===== config.mk =====
export PLATFORM = sky130hd
export DESIGN_NAME = protobuf_status_message_parser
export DESIGN_NICKNAME = d
export VERILOG_FILES = /design/src/rtl/pbs_pkg.sv /design/src/rtl/pbs_ctrl.sv /design/src/rtl/pbs_dp.sv /design/src/rtl/protobuf_status_message_parser.sv
export SDC_FILE = /design/constraint.sdc
export NUM_CORES = 2
export LEC_CHECK = 0
export BUFFER_PORTS_ARGS = -buffer_cell sky130_fd_sc_hd__buf_4
export CAP_MARGIN = 30
export CORE_UTILIZATION = 30
export CTS_BUF_LIST = sky130_fd_sc_hd__clkbuf_4
export DETAILED_ROUTE_END_ITERATION = 7
export PLACE_DENSITY = 0.53
export SLEW_MARGIN = 25
export SYNTH_ARGS = -nofsm -noshare
export SYNTH_HDL_FRONTEND = slang
export SYNTH_SLANG_ARGS = --single-unit

===== constraint.sdc =====
create_clock -name clk -period 16.52 [get_ports clk]
set_input_delay 3.304 -clock clk [delete_from_list [all_inputs] [get_ports clk]]
set_output_delay 3.304 -clock clk [all_outputs]
set_load 0.01 [all_outputs]

===== src/rtl/pbs_pkg.sv =====
// Package: shared types and codes for the protobuf status message parser.
`default_nettype none
package pbs_pkg;

	localparam int LEN_W = 6;

	localparam logic [2:0] ST_OK       = 3'd0;
	localparam logic [2:0] ST_KEY_BAD  = 3'd1;
	localparam logic [2:0] ST_OKV_BAD  = 3'd2;
	localparam logic [2:0] ST_LEN_BAD  = 3'd3;
	localparam logic [2:0] ST_LEN_PAST = 3'd4;
	localparam logic [2:0] ST_F32_BAD  = 3'd5;
	localparam logic [2:0] ST_WT_BAD   = 3'd6;

	localparam logic [2:0] WT_VARINT = 3'd0;
	localparam logic [2:0] WT_F64    = 3'd1;
	localparam logic [2:0] WT_LEN    = 3'd2;
	localparam logic [2:0] WT_F32    = 3'd5;

	localparam logic [31:0] FIELD_OK   = 32'd1;
	localparam logic [31:0] FIELD_TEXT = 32'd2;

	typedef enum logic [5:0] {
		PH_KEY     = 6'b000001,
		PH_OKVAL   = 6'b000010,
		PH_LEN     = 6'b000100,
		PH_BODY    = 6'b001000,
		PH_SKIPVAR = 6'b010000,
		PH_FIX     = 6'b100000
	} phase_t;

	typedef enum logic [2:0] {
		ACT_NONE    = 3'd0,
		ACT_TEXT    = 3'd1,
		ACT_SKIPLEN = 3'd2,
		ACT_F64     = 3'd3,
		ACT_F32     = 3'd4
	} action_t;

	typedef struct packed {
		logic take;
		logic clear;
		logic load_sum;
		logic load_text;
	} cmd_t;

	typedef struct packed {
		logic len_zero;
		logic text_last;
		logic out_free;
	} sts_t;

endpackage
`default_nettype wire


===== src/rtl/pbs_ctrl.sv =====
// Controller: request acceptance and result sequencing state machine.
`default_nettype none
module pbs_ctrl (
	input  wire            clk,
	input  wire            arst_n,
	input  wire            msg_valid,
	output logic           msg_stall,
	input  wire            is_last,
	input  wire            no_byte,
	input  pbs_pkg::sts_t  sts,
	output pbs_pkg::cmd_t  cmd
);

	typedef enum logic [2:0] {
		S_RUN  = 3'b001,
		S_SUM  = 3'b010,
		S_TEXT = 3'b100
	} state_t;

	state_t state_q, state_d;
	logic   accept;

	assign msg_stall = (state_q != S_RUN);
	assign accept    = msg_valid && !msg_stall;

	always_comb begin
		state_d       = state_q;
		cmd.take      = 1'b0;
		cmd.clear     = 1'b0;
		cmd.load_sum  = 1'b0;
		cmd.load_text = 1'b0;
		case (state_q)
			S_RUN: begin
				cmd.take = accept && !no_byte;
				if (accept && is_last) begin
					state_d = S_SUM;
				end
			end
			S_SUM: begin
				if (sts.out_free) begin
					cmd.load_sum = 1'b1;
					if (sts.len_zero) begin
						cmd.clear = 1'b1;
						state_d   = S_RUN;
					end else begin
						state_d = S_TEXT;
					end
				end
			end
			S_TEXT: begin
				if (sts.out_free) begin
					cmd.load_text = 1'b1;
					if (sts.text_last) begin
						cmd.clear = 1'b1;
						state_d   = S_RUN;
					end
				end
			end
			default: begin
				state_d = S_RUN;
			end
		endcase
	end

	always_ff @(posedge clk or negedge arst_n) begin
		if (!arst_n) begin
			state_q <= S_RUN;
		end else begin
			state_q <= state_d;
		end
	end

endmodule
`default_nettype wire


===== src/rtl/pbs_dp.sv =====
// Datapath: wire format parse state, two-bank text store and result register.
`default_nettype none
module pbs_dp #(
	parameter int ERR_CAP = 64
) (
	input  wire                          clk,
	input  wire                          arst_n,
	input  pbs_pkg::cmd_t                cmd,
	output pbs_pkg::sts_t                sts,
	input  wire  [7:0]                   data_byte,
	output logic                         res_valid,
	input  wire                          res_stall,
	output logic                         kind,
	output logic [2:0]                   status,
	output logic                         ok_flag,
	output logic [pbs_pkg::LEN_W-1:0]    error_length,
	output logic [7:0]                   error_char,
	output logic                         last_result
);

	localparam int IDX_W = $clog2(ERR_CAP);
	localparam int MEM_D = 2 * (2 ** IDX_W);
	localparam int LW    = pbs_pkg::LEN_W;
	localparam logic [LW-1:0] TEXT_MAX = LW'(ERR_CAP - 1);

	pbs_pkg::phase_t  phase_q;
	pbs_pkg::action_t action_q;
	logic [63:0]      accum_q;
	logic [3:0]       cnt_q;
	logic [63:0]      rem_q;
	logic             ok_q;
	logic [2:0]       err_q;
	logic             bank_q;
	logic [LW-1:0]    clen_q;
	logic [LW-1:0]    plen_q;
	logic [LW-1:0]    tk_q;

	logic [7:0]       mem [MEM_D];
	logic [7:0]       rdata_q;

	logic [5:0]       shamt;
	logic [63:0]      acc_next;
	logic             v_done;
	logic             v_long;
	logic [31:0]      field;
	logic [2:0]       wt;
	logic [63:0]      rem_dec;
	logic [LW-1:0]    plen_inc;
	logic             wr_en;
	logic [LW-1:0]    rd_idx;
	logic [LW-1:0]    tk_inc;
	logic [2:0]       end_st;
	logic             step;

	pbs_pkg::phase_t  phase_d;
	pbs_pkg::action_t action_d;
	logic [63:0]      accum_d;
	logic [3:0]       cnt_d;
	logic [63:0]      rem_d;
	logic             ok_d;
	logic [2:0]       err_d;
	logic             bank_d;
	logic [LW-1:0]    clen_d;
	logic [LW-1:0]    plen_d;

	assign step     = cmd.take && (err_q == pbs_pkg::ST_OK);
	assign shamt    = {2'b00, cnt_q} * 6'd7;
	assign acc_next = accum_q | (64'(data_byte[6:0]) << shamt);
	assign v_done   = !data_byte[7];
	assign v_long   = data_byte[7] && (cnt_q == 4'd9);
	assign field    = acc_next[34:3];
	assign wt       = acc_next[2:0];
	assign rem_dec  = rem_q - 64'd1;
	assign plen_inc = plen_q + LW'(1);
	assign tk_inc   = tk_q + LW'(1);
	assign rd_idx   = cmd.load_text ? tk_inc : tk_q;

	always_comb begin
		phase_d  = phase_q;
		action_d = action_q;
		accum_d  = accum_q;
		cnt_d    = cnt_q;
		rem_d    = rem_q;
		ok_d     = ok_q;
		err_d    = err_q;
		bank_d   = bank_q;
		clen_d   = clen_q;
		plen_d   = plen_q;
		wr_en    = 1'b0;
		if (step && (phase_q != pbs_pkg::PH_BODY) && (phase_q != pbs_pkg::PH_FIX)) begin
			accum_d = v_done ? 64'd0 : acc_next;
			cnt_d   = (v_done || v_long) ? 4'd0 : cnt_q + 4'd1;
		end
		if (step) begin
			case (phase_q)
				pbs_pkg::PH_KEY: begin
					if (v_long) begin
						err_d = pbs_pkg::ST_KEY_BAD;
					end else if (v_done) begin
						if (field == pbs_pkg::FIELD_OK && wt == pbs_pkg::WT_VARINT) begin
							phase_d = pbs_pkg::PH_OKVAL;
						end else if (field == pbs_pkg::FIELD_TEXT && wt == pbs_pkg::WT_LEN) begin
							phase_d  = pbs_pkg::PH_LEN;
							action_d = pbs_pkg::ACT_TEXT;
						end else if (wt == pbs_pkg::WT_VARINT) begin
							phase_d = pbs_pkg::PH_SKIPVAR;
						end else if (wt == pbs_pkg::WT_F64) begin
							phase_d  = pbs_pkg::PH_FIX;
							action_d = pbs_pkg::ACT_F64;
							rem_d    = 64'd8;
						end else if (wt == pbs_pkg::WT_LEN) begin
							phase_d  = pbs_pkg::PH_LEN;
							action_d = pbs_pkg::ACT_SKIPLEN;
						end else if (wt == pbs_pkg::WT_F32) begin
							phase_d  = pbs_pkg::PH_FIX;
							action_d = pbs_pkg::ACT_F32;
							rem_d    = 64'd4;
						end else begin
							err_d = pbs_pkg::ST_WT_BAD;
						end
					end
				end
				pbs_pkg::PH_OKVAL: begin
					if (v_long) begin
						err_d = pbs_pkg::ST_OKV_BAD;
					end else if (v_done) begin
						ok_d    = (acc_next != 64'd0);
						phase_d = pbs_pkg::PH_KEY;
					end
				end
				pbs_pkg::PH_SKIPVAR: begin
					if (v_long) begin
						err_d = pbs_pkg::ST_KEY_BAD;
					end else if (v_done) begin
						phase_d = pbs_pkg::PH_KEY;
					end
				end
				pbs_pkg::PH_LEN: begin
					if (v_long) begin
						err_d = pbs_pkg::ST_LEN_BAD;
					end else if (v_done) begin
						rem_d  = acc_next;
						plen_d = '0;
						if (acc_next == 64'd0) begin
							if (action_q == pbs_pkg::ACT_TEXT) begin
								bank_d = !bank_q;
								clen_d = '0;
							end
							action_d = pbs_pkg::ACT_NONE;
							phase_d  = pbs_pkg::PH_KEY;
						end else begin
							phase_d = pbs_pkg::PH_BODY;
						end
					end
				end
				pbs_pkg::PH_BODY: begin
					if (action_q == pbs_pkg::ACT_TEXT && plen_q < TEXT_MAX) begin
						wr_en  = 1'b1;
						plen_d = plen_inc;
					end
					rem_d = rem_dec;
					if (rem_dec == 64'd0) begin
						if (action_q == pbs_pkg::ACT_TEXT) begin
							bank_d = !bank_q;
							clen_d = plen_d;
							plen_d = '0;
						end
						action_d = pbs_pkg::ACT_NONE;
						phase_d  = pbs_pkg::PH_KEY;
					end
				end
				pbs_pkg::PH_FIX: begin
					rem_d = rem_dec;
					if (rem_dec == 64'd0) begin
						action_d = pbs_pkg::ACT_NONE;
						phase_d  = pbs_pkg::PH_KEY;
					end
				end
				default: begin
					phase_d = pbs_pkg::PH_KEY;
				end
			endcase
		end
	end

	always_comb begin
		if (err_q != pbs_pkg::ST_OK) begin
			end_st = err_q;
		end else begin
			case (phase_q)
				pbs_pkg::PH_KEY:     end_st = (cnt_q != 4'd0) ? pbs_pkg::ST_KEY_BAD : pbs_pkg::ST_OK;
				pbs_pkg::PH_OKVAL:   end_st = pbs_pkg::ST_OKV_BAD;
				pbs_pkg::PH_SKIPVAR: end_st = pbs_pkg::ST_KEY_BAD;
				pbs_pkg::PH_LEN:     end_st = pbs_pkg::ST_LEN_BAD;
				pbs_pkg::PH_BODY:    end_st = pbs_pkg::ST_LEN_PAST;
				pbs_pkg::PH_FIX: begin
					end_st = (action_q == pbs_pkg::ACT_F32) ? pbs_pkg::ST_F32_BAD
					                                        : pbs_pkg::ST_OKV_BAD;
				end
				default:             end_st = pbs_pkg::ST_OK;
			endcase
		end
	end

	always_ff @(posedge clk or negedge arst_n) begin
		if (!arst_n) begin
			phase_q  <= pbs_pkg::PH_KEY;
			action_q <= pbs_pkg::ACT_NONE;
			accum_q  <= '0;
			cnt_q    <= '0;
			rem_q    <= '0;
			ok_q     <= 1'b0;
			err_q    <= pbs_pkg::ST_OK;
			bank_q   <= 1'b0;
			clen_q   <= '0;
			plen_q   <= '0;
			tk_q     <= '0;
		end else if (cmd.clear) begin
			phase_q  <= pbs_pkg::PH_KEY;
			action_q <= pbs_pkg::ACT_NONE;
			accum_q  <= '0;
			cnt_q    <= '0;
			rem_q    <= '0;
			ok_q     <= 1'b0;
			err_q    <= pbs_pkg::ST_OK;
			clen_q   <= '0;
			plen_q   <= '0;
			tk_q     <= '0;
		end else begin
			phase_q  <= phase_d;
			action_q <= action_d;
			accum_q  <= accum_d;
			cnt_q    <= cnt_d;
			rem_q    <= rem_d;
			ok_q     <= ok_d;
			err_q    <= err_d;
			bank_q   <= bank_d;
			clen_q   <= clen_d;
			plen_q   <= plen_d;
			if (cmd.load_text) begin
				tk_q <= tk_inc;
			end
		end
	end

	always_ff @(posedge clk) begin
		if (wr_en) begin
			mem[{!bank_q, plen_q[IDX_W-1:0]}] <= data_byte;
		end
		rdata_q <= mem[{bank_q, rd_idx[IDX_W-1:0]}];
	end

	always_ff @(posedge clk or negedge arst_n) begin
		if (!arst_n) begin
			res_valid <= 1'b0;
		end else if (cmd.load_sum || cmd.load_text) begin
			res_valid <= 1'b1;
		end else if (!res_stall) begin
			res_valid <= 1'b0;
		end
	end

	always_ff @(posedge clk) begin
		if (cmd.load_sum) begin
			kind         <= 1'b0;
			status       <= end_st;
			ok_flag      <= ok_q;
			error_length <= clen_q;
			error_char   <= 8'd0;
			last_result  <= (clen_q == '0);
		end else if (cmd.load_text) begin
			kind        <= 1'b1;
			error_char  <= rdata_q;
			last_result <= sts.text_last;
		end
	end

	assign sts.len_zero  = (clen_q == '0);
	assign sts.text_last = (tk_inc == clen_q);
	assign sts.out_free  = !res_valid || !res_stall;

endmodule
`default_nettype wire


===== src/rtl/protobuf_status_message_parser.sv =====
// Top level: protobuf status message parser, controller plus datapath.
//
// channel  dir  handshake            payload
// message  in   msg_valid/msg_stall  data_byte, is_last, no_byte
// result   out  res_valid/res_stall  kind, status, ok_flag, error_length, error_char, last_result
//
// One message byte is taken per cycle while parsing.
// After a last request, the summary and then N text bytes leave the output register at
// one per cycle while res_stall is low; the text store read port sets that pace, and
// msg_stall is high meanwhile.
// Result stall holds the output register and lengthens msg_stall only after a last request.
// Reset clears all parse state; the text store holds no reset value.
`default_nettype none
module protobuf_status_message_parser #(
	parameter int ERR_CAP = 64
) (
	input  wire                        clk,
	input  wire                        arst_n,
	input  wire                        msg_valid,
	output logic                       msg_stall,
	input  wire  [7:0]                 data_byte,
	input  wire                        is_last,
	input  wire                        no_byte,
	output logic                       res_valid,
	input  wire                        res_stall,
	output logic                       kind,
	output logic [2:0]                 status,
	output logic                       ok_flag,
	output logic [pbs_pkg::LEN_W-1:0]  error_length,
	output logic [7:0]                 error_char,
	output logic                       last_result
);

	pbs_pkg::cmd_t cmd;
	pbs_pkg::sts_t sts;

	pbs_ctrl u_ctrl (
		.clk       (clk),
		.arst_n    (arst_n),
		.msg_valid (msg_valid),
		.msg_stall (msg_stall),
		.is_last   (is_last),
		.no_byte   (no_byte),
		.sts       (sts),
		.cmd       (cmd)
	);

	pbs_dp #(
		.ERR_CAP (ERR_CAP)
	) u_dp (
		.clk          (clk),
		.arst_n       (arst_n),
		.cmd          (cmd),
		.sts          (sts),
		.data_byte    (data_byte),
		.res_valid    (res_valid),
		.res_stall    (res_stall),
		.kind         (kind),
		.status       (status),
		.ok_flag      (ok_flag),
		.error_length (error_length),
		.error_char   (error_char),
		.last_result  (last_result)
	);

	a_last_stalls: assert property (@(posedge clk) disable iff (!arst_n)
		msg_valid && !msg_stall && is_last |=> msg_stall)
		else $error("message input open after last request");

	a_text_has_len: assert property (@(posedge clk) disable iff (!arst_n)
		cmd.load_text |-> !sts.len_zero)
		else $error("text byte emitted with zero committed length");

	a_text_len_nz: assert property (@(posedge clk) disable iff (!arst_n)
		res_valid && kind |-> error_length != '0)
		else $error("text result with zero error length");

	a_one_load: assert property (@(posedge clk) disable iff (!arst_n)
		cmd.load_sum || cmd.load_text |-> !cmd.take && sts.out_free)
		else $error("result load while parsing or output busy");

endmodule
`default_nettype wire

==> results_dict.tcl <==
set metrics [dict create \
    holdPathStages 2 \
    fp.dieH_um 421.0 \
    hold-path-endpoint "u_dp.error_char[1]" \
    cts_hold_buf 0 \
    drtIter0Drc 3293 \
    synth_ff_type "edfxtp_1" \
    use_met2_pct 26.29 \
    drtAntennaViolNets 0 \
    max-vdd-ir-drop_mv 0.1333 \
    path_clk_slew_ps 60 \
    drc 0 \
    layout_commonest_cell "edfxtp_1" \
    synth_top_area_share_pct 59.02 \
    netlist_area_um2 52660 \
    p_comb_share_pct 37.6 \
    final_cell_mix "1035 x edfxtp_1, 456 x clkbuf_4, 333 x nor2_1, 264 x mux4_2, 230 x nand2_1" \
    rr_endpoint "u_dp.action_q[2]" \
    grtUsageTotal_pct 16.87 \
    p_switching_mw 3.591 \
    min_from "u_dp.error_char[1]" \
    fp.dieW_um 421.0 \
    clockBufferDepth 4 \
    fin_worst_skew_ps 116.0 \
    synth_cells 3454 \
    critPathLaunchType "input port" \
    reg2reg_slack_ps 10340 \
    syn_nets 3485 \
    port_buffers 35 \
    synth-async-reset-ratio_pct 13.77 \
    synth_top_cells_by_area "edfxtp_1 59%, mux4_2 11%, dfrtp_1 7.9%" \
    hold_viol_final 0 \
    h-tree-depth 5 \
    r2r_cells 17 \
    required_ps 17640 \
    clk_latency_ps 1280 \
    routed_wl_um 152100 \
    cts_tree "done" \
    cts_sinks 1220 \
    routedWlPerCell_um 24.51 \
    final_area_um2 59650 \
    crit_path_max_fanout 40 \
    max_slew_margin_pct 29.18 \
    fmax_mhz 134.4 \
    fp.dieArea_um2 177200 \
    ys_warn_count 0 \
    grt_pass1_vias 32950 \
    dp_slack_ps 7537 \
    vias 33110 \
    ys_types 83 \
    dr.pass1.iters 7 \
    p_clk_share_pct 25.8 \
    design.portCount 36 \
    endpoint_kind "register" \
    fin_crit_ps 7441 \
    dp_hpwl_um 94800 \
    grt_max_degree 145 \
    ys_seq_area_share_pct 67.66 \
    switching_share_pct 37.27 \
    place_congestion 0.9037 \
    worst_pin_slew_ps 1062 \
    drive_above_1_share_pct 24.05 \
    internal_power_mw 6.044 \
    gr-usage-met1_pct 23.40 \
    fin_ws_ps 9079 \
    fin_nets 3716 \
    slew_viol_final 0 \
    crit_type "in -> reg" \
    rsz0062_at_grt "false" \
    synth_edf_count 1035 \
    busiest_layer "met2" \
    numCtsBuffers 325 \
    vias_per_cell 5.334 \
    cts_setup_buffers 0 \
    setup_viol 0 \
    coreArea_um2 174000 \
    arrival_ps 8560 \
    tns_ps 0 \
    yosysTopAreaCell "edfxtp_1" \
    fin_crit_sh_pct 45.04 \
    r2r_start "u_dp.cnt_q[0]" \
    p_seq_share_pct 36.7 \
    start_util_pct 30.26 \
    fillers 16830 \
    use_met3_pct 3.395 \
    place_area_um2 55820 \
    rows 153 \
    syn_area_per_cell_um2 15.25 \
    syn2layout_area_growth_pct 13.28 \
    cts-resized-gates 0 \
    grt_antenna_before_repair 7 \
    clock-root-buffer "clkbuf_4" \
    hold_path.class "reg -> reg" \
    p_leak_nw 20.10 \
    ys_ff_latch 1220 \
    grt_pass1_wl_um 224300 \
    maxCapViolCount 0 \
    p_per_area_nw_per_um2 161.5 \
    overflow 0 \
    status "finished clean" \
]
-- cells in the mapped netlist (11+ instances only) --
library cell  instances
a22oi_1              17
dfrtp_1             166
nand4_1              37
dfxtp_1              17
o31ai_1              17
a31oi_1              61
a311oi_1             27
clkbuf_1            181
buf_1                29
a211oi_1             54
mux2_2               13
a221oi_1             12
o22ai_1              21
nand2b_1             20
and2_1               68
o21ai_0             115
o32ai_1              11
or4_1                24
xor2_1               20
ha_1                 13
a21o_1               12
edfxtp_1           1035
nor4_1               55
a21oi_1             158
or2_2                13
a32o_1               13
inv_1                26
mux2i_1              42
nand3_1              40
a22o_1               30
nor3_1               54
nor2b_1              22
nor2_1              337
xnor2_1              22
nand2_1             230
mux4_2              264
or3_1                19
-- power groups by stage --
stage | combinational [mW] | clock [mW] | sequential, mW
6_report | 3.62 | 2.48 | 3.53
5_1_grt | 3.86 | 2.70 | 3.54
4_1_cts | 3.58 | 2.55 | 3.53
3_5_place_dp | 3.56 | 0 | 3.60
3_3_place_gp | 3.56 | 0 | 3.60
2_1_floorplan | 2.43 | 0 | 3.54
-- metrics by stage --
stage / util (%) / cells / hold WS, ps / total power [mW]
after floorplan: - / 3454 / 417.4 / 5.967
after detailed placement: 32.08 / 5673 / 452.7 / 7.160
after CTS: 34.18 / 6186 / 463.2 / 9.655
after global routing: 34.27 / 6205 / 484.8 / 10.10
after global placement: 32.01 / 5669 / 449.8 / 7.157
final: 34.28 / 6207 / 461.3 / 9.635
-- flip-flops by register name, summed over array words and instances (netlist names), 3 cells and up --
register,cells
u_dp.rdata_q,8
u_ctrl.state_q,3
u_dp.cnt_q,4
u_dp.status,3
u_dp.error_length,6
u_dp.plen_q,6
u_dp.accum_q,64
u_dp.err_q,3
u_dp.action_q,3
u_dp.error_char,8
u_dp.phase_q,6
u_dp.tk_q,6
u_dp.rem_q,64
u_dp.mem,1024
u_dp.clen_q,6
-- per-layer routing --
metal / vias up / wire, um
met4: 4 / 3932
met2: 1369 / 71520
li1: 14400 / -
met5: - / 32
met1: 17050 / 66250
met3: 291 / 10410
-- kinds of logic (layout without fill, tap and decap cells) --
| family | after synthesis | after routing | share of synthesized area (%) |
|---|---|---|---|
| AO/OA/AOI/OAI | 628 | 628 | 7.898 |
| multiplexers | 319 | 319 | 12.37 |
| AND/OR/NAND/NOR | 987 | 987 | 9.186 |
| buffers and inverters | 241 | 658 | 1.730 |
| adder cells (fa/ha/maj) | 17 | 17 | 0.4610 |
| flip-flops | 1220 | 1220 | 67.66 |
| other | 0 | 11 | 0 |
| XOR/XNOR | 42 | 42 | 0.6986 |
-- layout make-up --
type                       instances  area (um^2)  area share (%)
clock inverter                    58        237.7          0.3986
tap                             2325         2909           4.877
timing repair buffer             119         1057           1.773
clock buffer                     455         3416           5.727
multi-input combinational       1993        16280           27.29
inverter                          26        97.59          0.1636
sequential                      1220        35630           59.73
antenna                           11        27.53         0.04615
-- worst max-delay path, cell delays in order --
cell	delay, ps
buf_4	110
nand2_1	170
nor3b_2	490
buf_4	300
xnor2_2	140
buf_4	640
buf_4	760
buf_4	510
buf_16	280
mux4_2	530
and2_1	170
a211oi_1	310
a311oi_1	190
a21oi_1	330
a22o_1	170
a221oi_1	40
-- worst max path at each step --
stage	startpoint	depth (start not counted)	endpoint
after floorplan	res_stall	11	u_dp.rdata_q[0]
after global placement	res_stall	15	u_dp.rdata_q[6]
after detailed placement	res_stall	15	u_dp.rdata_q[6]
after CTS	res_stall	15	u_dp.rdata_q[4]
after global routing	res_stall	16	u_dp.rdata_q[6]
final	res_stall	16	u_dp.rdata_q[6]
Note: power is estimated with default switching activity, not from simulation.
